## src/hsge_pkg.sv

```systemverilog
`timescale 1ns / 1ps

package hsge_pkg;

    localparam int LEGS         = 6;
    localparam int OFFSET_WIDTH = 16;
    localparam int LEG_W        = 3;
    localparam int LIFT_W       = 14;
    localparam int STEP_W       = 5;
    localparam int HOLD_W       = 8;
    localparam int PERIOD_W     = 16;
    localparam int SPEED_W      = 16;
    localparam int FOOT_W       = 16;
    localparam int GAIT_W       = 2;
    localparam int CFG_IDX_W    = 2;
    localparam int CFG_DATA_W   = 16;
    localparam int AXES         = 3;
    localparam int AXIS_W       = 2;
    localparam int PROD_W       = SPEED_W + PERIOD_W + 1;
    localparam int DELTA_W      = PROD_W - 16;
    localparam int PUSH_W       = PROD_W + 5;
    localparam int SAT_IN_W     = 40;

    localparam logic signed [SPEED_W-1:0] MOVE_LIN = 16'sd163;
    localparam logic signed [SPEED_W-1:0] MOVE_ROT = 16'sd204;
    localparam logic signed [FOOT_W-1:0]  HOME_Z   = -16'sd3277;

    localparam logic [GAIT_W-1:0] GAIT_RIPPLE = 2'd0;
    localparam logic [GAIT_W-1:0] GAIT_AMBLE  = 2'd1;
    localparam logic [GAIT_W-1:0] GAIT_TRIPOD = 2'd2;

    localparam logic [CFG_IDX_W-1:0] REG_GAIT   = 2'd0;
    localparam logic [CFG_IDX_W-1:0] REG_LIFT   = 2'd1;
    localparam logic [CFG_IDX_W-1:0] REG_HOLD   = 2'd2;
    localparam logic [CFG_IDX_W-1:0] REG_PERIOD = 2'd3;

    localparam logic [LIFT_W-1:0]   LIFT_RESET   = 14'd1966;
    localparam logic [HOLD_W-1:0]   HOLD_RESET   = 8'd1;
    localparam logic [PERIOD_W-1:0] PERIOD_RESET = 16'd6423;

    typedef enum logic [1:0] {
        ST_IDLE,
        ST_PREP,
        ST_READ,
        ST_UPDATE
    } state_t;

    typedef struct packed {
        logic signed [OFFSET_WIDTH-1:0] x;
        logic signed [OFFSET_WIDTH-1:0] y;
        logic        [LIFT_W-1:0]       z;
        logic signed [OFFSET_WIDTH-1:0] rot;
    } leg_off_t;

    function automatic logic [STEP_W-1:0] cycle_len(input logic [GAIT_W-1:0] g);
        case (g)
            GAIT_RIPPLE: cycle_len = 5'd24;
            GAIT_AMBLE:  cycle_len = 5'd12;
            default:     cycle_len = 5'd8;
        endcase
    endfunction

    function automatic logic [STEP_W-1:0] phase_of(input logic [GAIT_W-1:0] g,
                                                   input logic [LEG_W-1:0] leg);
        logic [STEP_W-1:0] p;
        p = '0;
        case (g)
            GAIT_RIPPLE:
            begin
                case (leg)
                    3'd0:    p = 5'd12;
                    3'd1:    p = 5'd0;
                    3'd2:    p = 5'd8;
                    3'd3:    p = 5'd20;
                    3'd4:    p = 5'd4;
                    default: p = 5'd16;
                endcase
            end
            GAIT_AMBLE:
            begin
                case (leg)
                    3'd0:    p = 5'd4;
                    3'd1:    p = 5'd0;
                    3'd2:    p = 5'd8;
                    3'd3:    p = 5'd8;
                    3'd4:    p = 5'd0;
                    default: p = 5'd4;
                endcase
            end
            default:
            begin
                case (leg)
                    3'd0:    p = 5'd4;
                    3'd1:    p = 5'd0;
                    3'd2:    p = 5'd0;
                    3'd3:    p = 5'd4;
                    3'd4:    p = 5'd4;
                    default: p = 5'd0;
                endcase
            end
        endcase
        return p;
    endfunction

    function automatic logic signed [FOOT_W-1:0] home_x(input logic [LEG_W-1:0] leg);
        case (leg)
            3'd0, 3'd1: home_x = 16'sd4915;
            3'd2, 3'd3: home_x = 16'sd0;
            default:    home_x = -16'sd4915;
        endcase
    endfunction

    function automatic logic signed [FOOT_W-1:0] home_y(input logic [LEG_W-1:0] leg);
        case (leg)
            3'd0, 3'd4: home_y = 16'sd6554;
            3'd1, 3'd5: home_y = -16'sd6554;
            3'd2:       home_y = 16'sd7864;
            default:    home_y = -16'sd7864;
        endcase
    endfunction

    function automatic logic signed [OFFSET_WIDTH-1:0] sat_off(
        input logic signed [SAT_IN_W-1:0] v);
        logic signed [SAT_IN_W-1:0] hi;
        logic signed [SAT_IN_W-1:0] lo;
        hi = (SAT_IN_W'(1) <<< (OFFSET_WIDTH - 1)) - SAT_IN_W'(1);
        lo = -hi - SAT_IN_W'(1);
        if (v > hi)
            sat_off = hi[OFFSET_WIDTH-1:0];
        else if (v < lo)
            sat_off = lo[OFFSET_WIDTH-1:0];
        else
            sat_off = v[OFFSET_WIDTH-1:0];
    endfunction

    function automatic logic signed [FOOT_W-1:0] sat_foot(
        input logic signed [SAT_IN_W-1:0] v);
        logic signed [SAT_IN_W-1:0] hi;
        logic signed [SAT_IN_W-1:0] lo;
        hi = (SAT_IN_W'(1) <<< (FOOT_W - 1)) - SAT_IN_W'(1);
        lo = -hi - SAT_IN_W'(1);
        if (v > hi)
            sat_foot = hi[FOOT_W-1:0];
        else if (v < lo)
            sat_foot = lo[FOOT_W-1:0];
        else
            sat_foot = v[FOOT_W-1:0];
    endfunction

    function automatic logic signed [OFFSET_WIDTH-1:0] half_tz(
        input logic signed [OFFSET_WIDTH-1:0] v);
        logic signed [OFFSET_WIDTH:0] t;
        t = (OFFSET_WIDTH + 1)'(v) + $signed({{OFFSET_WIDTH{1'b0}}, v[OFFSET_WIDTH-1]});
        t = t >>> 1;
        return t[OFFSET_WIDTH-1:0];
    endfunction

endpackage

```

## src/hsge_tick_if.sv

```systemverilog
`timescale 1ns / 1ps

interface hsge_tick_if
    import hsge_pkg::*;
();
    logic                      valid;
    logic                      ready;
    logic signed [SPEED_W-1:0] speed_x;
    logic signed [SPEED_W-1:0] speed_y;
    logic signed [SPEED_W-1:0] speed_rot;

    modport source (output valid, output speed_x, output speed_y, output speed_rot,
                    input ready);
    modport sink   (input valid, input speed_x, input speed_y, input speed_rot,
                    output ready);
endinterface

```

## src/hsge_leg_if.sv

```systemverilog
`timescale 1ns / 1ps

interface hsge_leg_if
    import hsge_pkg::*;
();
    logic                           valid;
    logic                           ready;
    logic        [LEG_W-1:0]        leg_index;
    logic signed [FOOT_W-1:0]       foot_x;
    logic signed [FOOT_W-1:0]       foot_y;
    logic signed [FOOT_W-1:0]       foot_z;
    logic signed [OFFSET_WIDTH-1:0] offset_x;
    logic signed [OFFSET_WIDTH-1:0] offset_y;
    logic        [LIFT_W-1:0]       offset_z;
    logic signed [OFFSET_WIDTH-1:0] offset_rot;
    logic                           last_leg;

    modport source (output valid, output leg_index, output foot_x, output foot_y,
                    output foot_z, output offset_x, output offset_y, output offset_z,
                    output offset_rot, output last_leg, input ready);
    modport sink   (input valid, input leg_index, input foot_x, input foot_y,
                    input foot_z, input offset_x, input offset_y, input offset_z,
                    input offset_rot, input last_leg, output ready);
endinterface

```

## src/hexapod_smooth_gait_engine.sv

```systemverilog
`timescale 1ns / 1ps

// Hexapod gait engine: each tick beat carries forward, sideways and rotation speeds and
// produces six leg beats, legs 0 to 5, the last flagged by last_leg. A tick is accepted
// in the idle state; the push and swing strides are then formed in the prep state through
// a single shared 17x17 multiplier (one speed axis per cycle), then each leg passes the
// read-modify-write path of the leg offset memory (read, then update and write back).
// A stalled output holds the leg loop in its update cycle. The last leg beat may still
// wait in the output register while the next tick is accepted. Configuration writes must
// only be made while the engine is idle; the engine itself does not enforce this. A gait
// pattern write that changes the pattern restarts the step counter.
module hexapod_smooth_gait_engine
    import hsge_pkg::*;
(
    input  logic                  clk,
    input  logic                  rst_n,
    input  logic                  cfg_we,
    input  logic [CFG_IDX_W-1:0]  cfg_index,
    input  logic [CFG_DATA_W-1:0] cfg_data,
    hsge_tick_if.sink             tick,
    hsge_leg_if.source            leg
);

    state_t state_reg, state_next;

    logic [GAIT_W-1:0]   gait_reg;
    logic [LIFT_W-1:0]   lift_reg;
    logic [HOLD_W-1:0]   hold_cfg_reg;
    logic [PERIOD_W-1:0] period_reg;

    logic [STEP_W-1:0] step_count_reg;
    logic [HOLD_W-1:0] stopped_reg;
    logic              moving_reg;
    logic              hold_reg;

    logic [AXIS_W-1:0] prep_cnt_reg;
    logic [LEG_W-1:0]  leg_reg;

    logic signed [SPEED_W-1:0]      sx_reg, sy_reg, sr_reg;
    logic signed [PROD_W-1:0]       prod_reg;
    logic signed [DELTA_W-1:0]      delta_reg [AXES];
    logic signed [OFFSET_WIDTH-1:0] half_reg  [AXES];
    logic signed [OFFSET_WIDTH-1:0] down_reg  [AXES];

    leg_off_t          mem [LEGS];
    logic [LEGS-1:0]   valid_reg;
    leg_off_t          rd_data_reg;
    logic              rd_valid_reg;

    logic                           out_valid_reg;
    logic        [LEG_W-1:0]        out_leg_reg;
    logic signed [FOOT_W-1:0]       foot_x_reg, foot_y_reg, foot_z_reg;
    leg_off_t                       out_off_reg;

    logic tick_ready;
    logic tick_fire;
    logic prep_active;
    logic rd_en;
    logic upd_fire;

    logic [GAIT_W-1:0] g_eff;
    logic [STEP_W-1:0] cyc;
    logic [STEP_W-1:0] st;
    logic [STEP_W-1:0] ph, ph1, ph2, ph3;

    logic signed [SPEED_W-1:0]  mul_speed;
    logic signed [PROD_W-1:0]   mul_out;
    logic signed [PUSH_W-1:0]   push_q;
    logic signed [PUSH_W-1:0]   half_rnd;
    logic signed [PUSH_W-1:0]   down_rnd;
    logic signed [PROD_W-1:0]   delta_rnd;
    logic [AXIS_W-1:0]          derive_idx;

    logic     tick_moving;
    leg_off_t cur;
    leg_off_t upd;
    logic     has_off;

    assign g_eff = (gait_reg == GAIT_RIPPLE || gait_reg == GAIT_AMBLE) ? gait_reg : GAIT_TRIPOD;
    assign cyc   = cycle_len(g_eff);
    assign st    = (step_count_reg >= cyc) ? step_count_reg - cyc : step_count_reg;
    assign ph    = phase_of(g_eff, leg_reg);
    assign ph1   = ph + STEP_W'(1);
    assign ph2   = ph + STEP_W'(2);
    assign ph3   = ph + STEP_W'(3);

    assign tick_fire = tick.valid && tick_ready;
    assign tick.ready = tick_ready;

    // next state
    always_comb
    begin
        state_next = state_reg;
        case (state_reg)
            ST_IDLE:
            begin
                if (tick.valid)
                    state_next = ST_PREP;
            end
            ST_PREP:
            begin
                if (prep_cnt_reg == AXIS_W'(AXES))
                    state_next = ST_READ;
            end
            ST_READ:
            begin
                state_next = ST_UPDATE;
            end
            ST_UPDATE:
            begin
                if (!out_valid_reg || leg.ready)
                    state_next = (leg_reg == LEG_W'(LEGS - 1)) ? ST_IDLE : ST_READ;
            end
            default:
            begin
                state_next = ST_IDLE;
            end
        endcase
    end

    // control outputs
    always_comb
    begin
        tick_ready  = 1'b0;
        prep_active = 1'b0;
        rd_en       = 1'b0;
        upd_fire    = 1'b0;
        case (state_reg)
            ST_IDLE:   tick_ready  = 1'b1;
            ST_PREP:   prep_active = 1'b1;
            ST_READ:   rd_en       = 1'b1;
            ST_UPDATE: upd_fire    = !out_valid_reg || leg.ready;
            default:   tick_ready  = 1'b0;
        endcase
    end

    // stride arithmetic, one axis per cycle
    always_comb
    begin
        case (prep_cnt_reg)
            2'd0:    mul_speed = sx_reg;
            2'd1:    mul_speed = sy_reg;
            default: mul_speed = sr_reg;
        endcase
        mul_out = $signed({mul_speed[SPEED_W-1], mul_speed}) * $signed({1'b0, period_reg});
        case (g_eff)
            GAIT_RIPPLE: push_q = (PUSH_W'(prod_reg) <<< 4) + (PUSH_W'(prod_reg) <<< 2);
            GAIT_AMBLE:  push_q = PUSH_W'(prod_reg) <<< 3;
            default:     push_q = PUSH_W'(prod_reg) <<< 2;
        endcase
        half_rnd   = (push_q + (PUSH_W'(1) <<< 17)) >>> 18;
        down_rnd   = (push_q + (PUSH_W'(1) <<< 16)) >>> 17;
        delta_rnd  = prod_reg + (PROD_W'(1) <<< 15);
        derive_idx = prep_cnt_reg - AXIS_W'(1);
    end

    assign tick_moving = tick.speed_x > MOVE_LIN || tick.speed_x < -MOVE_LIN
                      || tick.speed_y > MOVE_LIN || tick.speed_y < -MOVE_LIN
                      || tick.speed_rot > MOVE_ROT || tick.speed_rot < -MOVE_ROT;

    // leg update
    always_comb
    begin
        cur     = rd_valid_reg ? rd_data_reg : '0;
        upd     = cur;
        has_off = cur.x != '0 || cur.y != '0;
        if (moving_reg)
        begin
            if (st == ph)
            begin
                upd.x   = half_tz(cur.x);
                upd.y   = half_tz(cur.y);
                upd.z   = lift_reg >> 1;
                upd.rot = half_tz(cur.rot);
            end
            else if (st == ph1 && cur.z != '0)
            begin
                upd.x   = '0;
                upd.y   = '0;
                upd.z   = lift_reg;
                upd.rot = '0;
            end
            else if (st == ph2 && cur.z != '0)
            begin
                upd.x   = half_reg[0];
                upd.y   = half_reg[1];
                upd.z   = lift_reg >> 1;
                upd.rot = half_reg[2];
            end
            else if (st == ph3 && cur.z != '0)
            begin
                upd.x   = down_reg[0];
                upd.y   = down_reg[1];
                upd.z   = '0;
                upd.rot = down_reg[2];
            end
            else
            begin
                upd.x   = sat_off(SAT_IN_W'(cur.x) - SAT_IN_W'(delta_reg[0]));
                upd.y   = sat_off(SAT_IN_W'(cur.y) - SAT_IN_W'(delta_reg[1]));
                upd.z   = '0;
                upd.rot = sat_off(SAT_IN_W'(cur.rot) - SAT_IN_W'(delta_reg[2]));
            end
        end
        else if (!hold_reg)
        begin
            if (st == ph && has_off && cur.z == '0)
            begin
                upd.x   = half_tz(cur.x);
                upd.y   = half_tz(cur.y);
                upd.z   = lift_reg >> 1;
                upd.rot = half_tz(cur.rot);
            end
            else if (st == ph1 && has_off && cur.z != '0)
            begin
                upd.x   = '0;
                upd.y   = '0;
                upd.z   = lift_reg;
                upd.rot = '0;
            end
            else
            begin
                upd.z = '0;
            end
        end
    end

    // control registers
    always_ff @(posedge clk or negedge rst_n)
    begin
        if (!rst_n)
        begin
            state_reg      <= ST_IDLE;
            gait_reg       <= GAIT_TRIPOD;
            lift_reg       <= LIFT_RESET;
            hold_cfg_reg   <= HOLD_RESET;
            period_reg     <= PERIOD_RESET;
            step_count_reg <= '0;
            stopped_reg    <= '0;
            moving_reg     <= 1'b0;
            hold_reg       <= 1'b0;
            prep_cnt_reg   <= '0;
            leg_reg        <= '0;
            valid_reg      <= '0;
            rd_valid_reg   <= 1'b0;
            out_valid_reg  <= 1'b0;
        end
        else
        begin
            state_reg <= state_next;

            if (cfg_we)
            begin
                case (cfg_index)
                    REG_GAIT:
                    begin
                        if (cfg_data[GAIT_W-1:0] != gait_reg)
                            step_count_reg <= '0;
                        gait_reg <= cfg_data[GAIT_W-1:0];
                    end
                    REG_LIFT:   lift_reg     <= cfg_data[LIFT_W-1:0];
                    REG_HOLD:   hold_cfg_reg <= cfg_data[HOLD_W-1:0];
                    REG_PERIOD: period_reg   <= cfg_data[PERIOD_W-1:0];
                    default:    period_reg   <= period_reg;
                endcase
            end

            if (tick_fire)
            begin
                moving_reg   <= tick_moving;
                prep_cnt_reg <= '0;
                leg_reg      <= '0;
                if (tick_moving)
                begin
                    stopped_reg <= '0;
                    hold_reg    <= 1'b0;
                end
                else if (stopped_reg < hold_cfg_reg)
                begin
                    stopped_reg <= stopped_reg + HOLD_W'(1);
                    hold_reg    <= 1'b1;
                end
                else
                begin
                    hold_reg <= 1'b0;
                end
            end

            if (prep_active && prep_cnt_reg != AXIS_W'(AXES))
                prep_cnt_reg <= prep_cnt_reg + AXIS_W'(1);

            if (rd_en)
                rd_valid_reg <= valid_reg[leg_reg];

            if (upd_fire)
            begin
                valid_reg[leg_reg] <= 1'b1;
                leg_reg            <= leg_reg + LEG_W'(1);
                if (leg_reg == LEG_W'(LEGS - 1))
                    step_count_reg <= (st == cyc - STEP_W'(1)) ? '0 : st + STEP_W'(1);
            end

            if (upd_fire)
                out_valid_reg <= 1'b1;
            else if (leg.ready)
                out_valid_reg <= 1'b0;
        end
    end

    // datapath registers
    always_ff @(posedge clk)
    begin
        if (tick_fire)
        begin
            sx_reg <= tick.speed_x;
            sy_reg <= tick.speed_y;
            sr_reg <= tick.speed_rot;
        end
        if (prep_active)
        begin
            if (prep_cnt_reg != AXIS_W'(AXES))
                prod_reg <= mul_out;
            if (prep_cnt_reg != '0)
            begin
                delta_reg[derive_idx] <= delta_rnd[PROD_W-1:16];
                half_reg[derive_idx]  <= sat_off(SAT_IN_W'(half_rnd));
                down_reg[derive_idx]  <= sat_off(SAT_IN_W'(down_rnd));
            end
        end
        if (upd_fire)
        begin
            out_leg_reg <= leg_reg;
            out_off_reg <= upd;
            foot_x_reg  <= sat_foot(SAT_IN_W'(home_x(leg_reg)) + SAT_IN_W'(upd.x));
            foot_y_reg  <= sat_foot(SAT_IN_W'(home_y(leg_reg)) + SAT_IN_W'(upd.y));
            foot_z_reg  <= sat_foot(SAT_IN_W'(HOME_Z) + $signed(SAT_IN_W'(upd.z)));
        end
    end

    // leg offset memory
    always_ff @(posedge clk)
    begin
        if (upd_fire)
            mem[leg_reg] <= upd;
        if (rd_en)
            rd_data_reg <= mem[leg_reg];
    end

    assign leg.valid      = out_valid_reg;
    assign leg.leg_index  = out_leg_reg;
    assign leg.foot_x     = foot_x_reg;
    assign leg.foot_y     = foot_y_reg;
    assign leg.foot_z     = foot_z_reg;
    assign leg.offset_x   = out_off_reg.x;
    assign leg.offset_y   = out_off_reg.y;
    assign leg.offset_z   = out_off_reg.z;
    assign leg.offset_rot = out_off_reg.rot;
    assign leg.last_leg   = (out_leg_reg == LEG_W'(LEGS - 1));

endmodule
```

## src/flat_wrapper.sv

```systemverilog
// flat-port wrapper written by rule: the top's interface ports become plain ports
module hexapod_smooth_gait_engine_flat import hsge_pkg::*;
  (clk, rst_n, cfg_we, cfg_index, cfg_data, tick_valid, tick_speed_x, tick_speed_y, tick_speed_rot, tick_ready, leg_valid, leg_leg_index, leg_foot_x, leg_foot_y, leg_foot_z, leg_offset_x, leg_offset_y, leg_offset_z, leg_offset_rot, leg_last_leg, leg_ready);
  hsge_tick_if tick_i ();
  hsge_leg_if leg_i ();
  input  logic clk;
  input  logic rst_n;
  input  logic cfg_we;
  input  logic [CFG_IDX_W-1:0] cfg_index;
  input  logic [CFG_DATA_W-1:0] cfg_data;
  input wire logic [$bits(tick_i.valid)-1:0] tick_valid;
  input wire logic [$bits(tick_i.speed_x)-1:0] tick_speed_x;
  input wire logic [$bits(tick_i.speed_y)-1:0] tick_speed_y;
  input wire logic [$bits(tick_i.speed_rot)-1:0] tick_speed_rot;
  output wire logic [$bits(tick_i.ready)-1:0] tick_ready;
  output wire logic [$bits(leg_i.valid)-1:0] leg_valid;
  output wire logic [$bits(leg_i.leg_index)-1:0] leg_leg_index;
  output wire logic [$bits(leg_i.foot_x)-1:0] leg_foot_x;
  output wire logic [$bits(leg_i.foot_y)-1:0] leg_foot_y;
  output wire logic [$bits(leg_i.foot_z)-1:0] leg_foot_z;
  output wire logic [$bits(leg_i.offset_x)-1:0] leg_offset_x;
  output wire logic [$bits(leg_i.offset_y)-1:0] leg_offset_y;
  output wire logic [$bits(leg_i.offset_z)-1:0] leg_offset_z;
  output wire logic [$bits(leg_i.offset_rot)-1:0] leg_offset_rot;
  output wire logic [$bits(leg_i.last_leg)-1:0] leg_last_leg;
  input wire logic [$bits(leg_i.ready)-1:0] leg_ready;
  assign tick_i.valid = tick_valid;
  assign tick_i.speed_x = tick_speed_x;
  assign tick_i.speed_y = tick_speed_y;
  assign tick_i.speed_rot = tick_speed_rot;
  assign tick_ready = tick_i.ready;
  assign leg_valid = leg_i.valid;
  assign leg_leg_index = leg_i.leg_index;
  assign leg_foot_x = leg_i.foot_x;
  assign leg_foot_y = leg_i.foot_y;
  assign leg_foot_z = leg_i.foot_z;
  assign leg_offset_x = leg_i.offset_x;
  assign leg_offset_y = leg_i.offset_y;
  assign leg_offset_z = leg_i.offset_z;
  assign leg_offset_rot = leg_i.offset_rot;
  assign leg_last_leg = leg_i.last_leg;
  assign leg_i.ready = leg_ready;
  hexapod_smooth_gait_engine u_core (.clk(clk), .rst_n(rst_n), .cfg_we(cfg_we), .cfg_index(cfg_index), .cfg_data(cfg_data), .tick(tick_i), .leg(leg_i));
endmodule
```

## config.mk

```make
export PLATFORM = sky130hd
export DESIGN_NAME = hexapod_smooth_gait_engine_flat
export DESIGN_NICKNAME = d
export VERILOG_FILES = /design/src/hsge_pkg.sv /design/src/hsge_tick_if.sv /design/src/hsge_leg_if.sv /design/src/hexapod_smooth_gait_engine.sv /design/src/flat_wrapper.sv
export SDC_FILE = /design/constraint.sdc
export NUM_CORES = 2
export LEC_CHECK = 0
export BUFFER_PORTS_ARGS = -buffer_cell sky130_fd_sc_hd__buf_4
export CORE_ASPECT_RATIO = 0.75
export CORE_MARGIN = 1
export CORE_UTILIZATION = 45
export DETAILED_ROUTE_END_ITERATION = 7
export GPL_ROUTABILITY_DRIVEN = 0
export GPL_TIMING_DRIVEN = 0
export PLACE_DENSITY = 0.69
export SETUP_SLACK_MARGIN = 0.5
export SYNTH_ARGS = -nofsm -noshare
export SYNTH_HDL_FRONTEND = slang
export SYNTH_SLANG_ARGS = --single-unit
```

## constraint.sdc

```tcl
create_clock -name clk -period 16.45 [get_ports clk]
set_input_delay 3.29 -clock clk [delete_from_list [all_inputs] [get_ports clk]]
set_output_delay 3.29 -clock clk [all_outputs]
set_load 0.01 [all_outputs]
```

* Word-level counts from Yosys, hierarchy flattened
Memories as Yosys holds them, arrays and structs flattened. A register that Yosys moved wholly into a read port is not among the register bits.
Index checks and enable logic that the tools add are counted.
** Storage, ports and cells
- Word-level logic and storage cells :: 229
- RAM bits :: 519
- Output and inout port bits :: 116
- Memories :: 4
- Memory bits (read-only) :: 0
- Latch bits :: 0
- Register bits after elaboration :: 264
- Input port bits :: 71
** Operators by class
- Bitwise logic cells :: 1
- Add/subtract/negate cells :: 23
- Multipliers :: 1
- Multiplexer cells :: 75
- Div/mod/pow operators :: 0
- Shift-type cells :: 0
- Equal/unequal tests :: 26
- Reduce and logical (&&, ||, !) cells :: 47
- Magnitude comparators :: 26
** Memory list
- u_core.mem :: depth 6, width 62, read ports 1, clocked after memory_dff 1, wr ports 1, line hexapod_smooth_gait_engine.sv:45 : leg_off_t mem [LEGS];
- u_core.delta_reg :: depth 3, width 17, read ports 3, clocked after memory_dff 0, wr ports 1, line hexapod_smooth_gait_engine.sv:41 : logic signed [DELTA_W-1:0] delta_reg [AXES];
- u_core.down_reg :: depth 3, width 16, read ports 3, clocked after memory_dff 0, wr ports 1, line hexapod_smooth_gait_engine.sv:43 : logic signed [OFFSET_WIDTH-1:0] down_reg [AXES];
- u_core.half_reg :: depth 3, width 16, read ports 3, clocked after memory_dff 0, wr ports 1, line hexapod_smooth_gait_engine.sv:42 : logic signed [OFFSET_WIDTH-1:0] half_reg [AXES];
** Operators by type and width (count)
- $mux 62 :: 8
- $mux 16 :: 20
- $gt 40x16->1 const B :: 6
- $lt 40x16->1 const B :: 6
- $pmux 38 s2 :: 1
- $pmux 16 s2 :: 2
- $sub 16x17->18 :: 3
- $add 16x2->17 :: 3
- $gt 16x9->1 const B :: 3
- $lt 16x9->1 const B :: 3
- $pmux 16 s3 :: 1
- $add 37x35->38 :: 1
- $add 38x18->38 const B :: 1
- $add 38x19->38 const B :: 1
- $mux 5 :: 7
- $add 16x16->17 :: 2
- $add 33x17->33 const B :: 1
- $mul 16x17->33 :: 1
- $mux 32 :: 1
- $reduce_bool 16->1 :: 2
- $eq 5x5->1 :: 5
- $pmux 5 s5 :: 1
- $gt 21x16->1 const B :: 1
- $lt 21x16->1 const B :: 1
- other kinds (46) :: 118

* Longest topological paths before layout
- Depth in word-level cells :: 17
- Mapped depth :: 44
- Mapped depth without buffers :: 34

* Worst setup path before layout
OpenSTA, ideal clock, no wires.
- Path kind :: in2reg
- Start :: input leg_ready
- End :: memory u_core.mem[0][0] in the netlist's numbering (enable)
- Arrival :: 8.738 ns
- Stages on the path :: 5
- Path buffers :: 1
- Slack :: 7.285 ns
- Cells stage by stage :: nand2b_1 > nand3_1 > inv_1 > clkbuf_1 > and3_1
** Between the ends
- Cells in the longest elaborated chain, start to end :: 4
** Ends and longest elaborated chain
- start, declared :: line flat_wrapper.sv:26 : input wire logic [$bits(leg_i.ready)-1:0] leg_ready;
- $logic_or 1x1->1 :: line hexapod_smooth_gait_engine.sv:132 : ST_UPDATE: upd_fire = !out_valid_reg || leg.ready;
- $mux 1 :: line hexapod_smooth_gait_engine.sv:128 : case (state_reg)
- named net u_core.upd_fire :: line hexapod_smooth_gait_engine.sv:59 : logic upd_fire;
- $mux 1 :: line hexapod_smooth_gait_engine.sv:343 : if (upd_fire)
- $mux 1 (not written as such) :: line hexapod_smooth_gait_engine.sv:344 : mem[leg_reg] <= upd;
- end, declared :: line hexapod_smooth_gait_engine.sv:45
The timed path passes the listed nets, and every way through them passes these cells.

==> metrics.txt <==
outcome=complete, but fails checks; failing checks=design-rule violations, max-capacitance violations, max-slew violations; Clock transition at path regs=0.07 ns; # rows=106; Clock Tree Buf Depth=3; number of flops mapped to enable cells by yosys=775; final hold vios=0; instance count of the mapped netlist=4292; area leader, netlist=edfxtp_1; die area=113500 um^2; crit-path most repeated cell=a21oi_1; FMAX=74.73 MHz; largest cells by area after synthesis=edfxtp_1 46%, fa_1 7.8%, ha_1 6.4%, nand2_1 3.1%, inv_1 2.9%; first-pass GRT wire length=223000 um; wire per inst=24.52 um; ys flop type=edfxtp_1; layout net count=5114; synthesized area per cell=11.76 um^2; Yosys top cell area share=46.10%; reg2reg setup slack=3.07 ns; I/O Buffers=186; clk sink count=845; Setup CP Type=flip-flop to flip-flop; root buf cell=clkbuf_16; MaxCap Viol Count=4; Startpoint Class=flip-flop; Final Slew Violations=18; total gr overflow=0; CTS Hold Buffers Added=0; Final min period=13.38 ns; post-synthesis cell area=50480 um^2; Worst slew margin=-5.074%; Multi-input gate area=23350 um^2; CTS tree=done; Setup Skew=0.05282 ns; DP HPWL=112400 um; synthesized net count=4820; Worst Path Max Fanout=10; largest stage delay on the critical path=0.82 ns; FFs w/ async S/R, synth=8.284%; IO Pins=187; CP arrival=13.82 ns; TNS Setup=0 ns; Seq. cell area=25050 um^2; Post-CTS Setup Bufs=0; Vias per Instance=6.035; RR Endpoint=u_core.leg.foot_x[8]; crit end category=flip-flop; total CTS buffers=84; YS warnings=0; CORE AREA=111300 um^2; worst-skew pair later-pin latency=0.71 ns; Pre-Repair DR Iteration Count=8; largest net degree at the start of global routing=71; die height=292.1 um; Final setup viols=0; Initial Util=45.36%; CP required=16.89 ns; Hold Path Cell Cnt=1; Die Width=388.7 um; worst slew pin tran=1.564 ns; register bit count reported by yosys=845; post-cts gate resize count=0; Final period util=81.35%; synth unique cells=110; vias in the first global route=35601; commonest cells in the netlist=775 x edfxtp_1, 422 x nand2_1, 386 x inv_1, 260 x ha_1, 244 x o21ai_0; RSZ-0062 raised after global routing=no; Slowest-stage cell, CP=o21ai_2; HP Start=u_core.valid_reg[0]; P&R area growth vs syn=12.76%; CTS H-tree depth=3; fin cells=6117; worst hold-check path type=flip-flop to flip-flop; routed via count=36915; R2R Path Start=u_core.rd_valid_reg; layout cells sized above 1=11.69%; count leader, synth=edfxtp_1; max reg flops=372; Iteration-0 DRC Markers=5013; r2r worst-path depth=43; Seq/Total Area, Yosys=49.62%; drt drc=270; cell count after placement=5955; Routed Antenna Nets=0; final WL=150000 um; Worst Hold Path EP=u_core.valid_reg[0]; fillcell total=9579; initial antenna violation count=4; global-route usage over all layers=26.23%
worst max-delay path by stage:
stage | start | end | slack, ns | depth (start not counted)
after detailed placement | u_core.rd_valid_reg | u_core.leg.foot_x[12] | 3.85 | 43
after floorplan | leg_ready | u_core.mem[0][0] | 7.28 | 5
after global placement | u_core.rd_valid_reg | u_core.leg.foot_x[5] | 3.57 | 43
after CTS | u_core.rd_valid_reg | u_core.leg.foot_x[12] | 3.80 | 43
after global routing | u_core.rd_valid_reg | u_core.leg.foot_x[8] | 2.84 | 43
final | u_core.rd_valid_reg | u_core.leg.foot_x[8] | 3.07 | 43
worst max-delay path: cells and delay by family (launching register included):
| kind | cells | cell delay, ns |
|---|---|---|
| buffers and inverters | 11 | 5.26 |
| AOI/OAI and AO/OA | 24 | 5.20 |
| adders and majority gates | 3 | 1.02 |
| and+or+nand+nor | 4 | 0.88 |
| DFF | 1 | 0.52 |
| xor gates and xnor gates | 1 | 0.18 |
placed cells by master (no fill, tap or decap), types with 84 or more instances in the layout:
cell	netlist	layout
clkbuf_16	0	84
clkbuf_1	128	144
buf_4	4	194
xnor2_1	162	162
nor2_1	193	192
fa_1	197	197
nand2_1	422	422
edfxtp_1	775	775
ha_1	260	260
and2_1	152	149
inv_1	386	385
a21oi_1	176	176
o21ai_0	244	241
kinds of logic (layout without fill, tap and decap cells):
family	count (synthesis)	after routing	synth area share, %
adders and majority gates	465	465	14.42
AOI/OAI and AO/OA	877	877	11.47
and+or+nand+nor	1153	1153	11.23
other	0	5	0
muxes	172	172	5.074
xor gates and xnor gates	226	226	3.973
buffers and inverters	554	916	4.224
DFF	845	845	49.62
layer usage:
layer | up-vias | GRT usage, % | wire length, um
met1 | 18091 | 37.63 | 62550
met4 | 2 | 9.091 | 6044
li1 | 16184 | - | -
met2 | 2226 | 36.68 | 60950
met5 | - | 0 | 45
met3 | 412 | 9.093 | 20410
area by class of cell:
class / count / area share [%]
clock inverter: 52 / 0.9650
timing repair buffer: 208 / 3.207
tap: 1458 / 3.205
multi-input combinational: 2893 / 41.03
buffer: 165 / 1.189
sequential: 845 / 44.00
antenna: 5 / 0.02198
clock buffer: 102 / 3.818
inverter: 389 / 2.565
per-stage QoR:
stage	hold WS, ns	worst slack (ns)	area, um^2	utilization, %
after floorplan	0.4389	7.285	50480	-
after global placement	0.4504	3.568	53700	48.26
after detailed placement	0.4527	3.853	54160	48.67
after CTS	0.4681	3.802	56880	51.12
after global routing	0.4855	2.836	56910	51.14
final	0.4691	3.069	56920	51.15
Power is left out: the tool's default activity adds up to more than one toggle a clock period on the data nets, which glitch-free logic cannot reach.
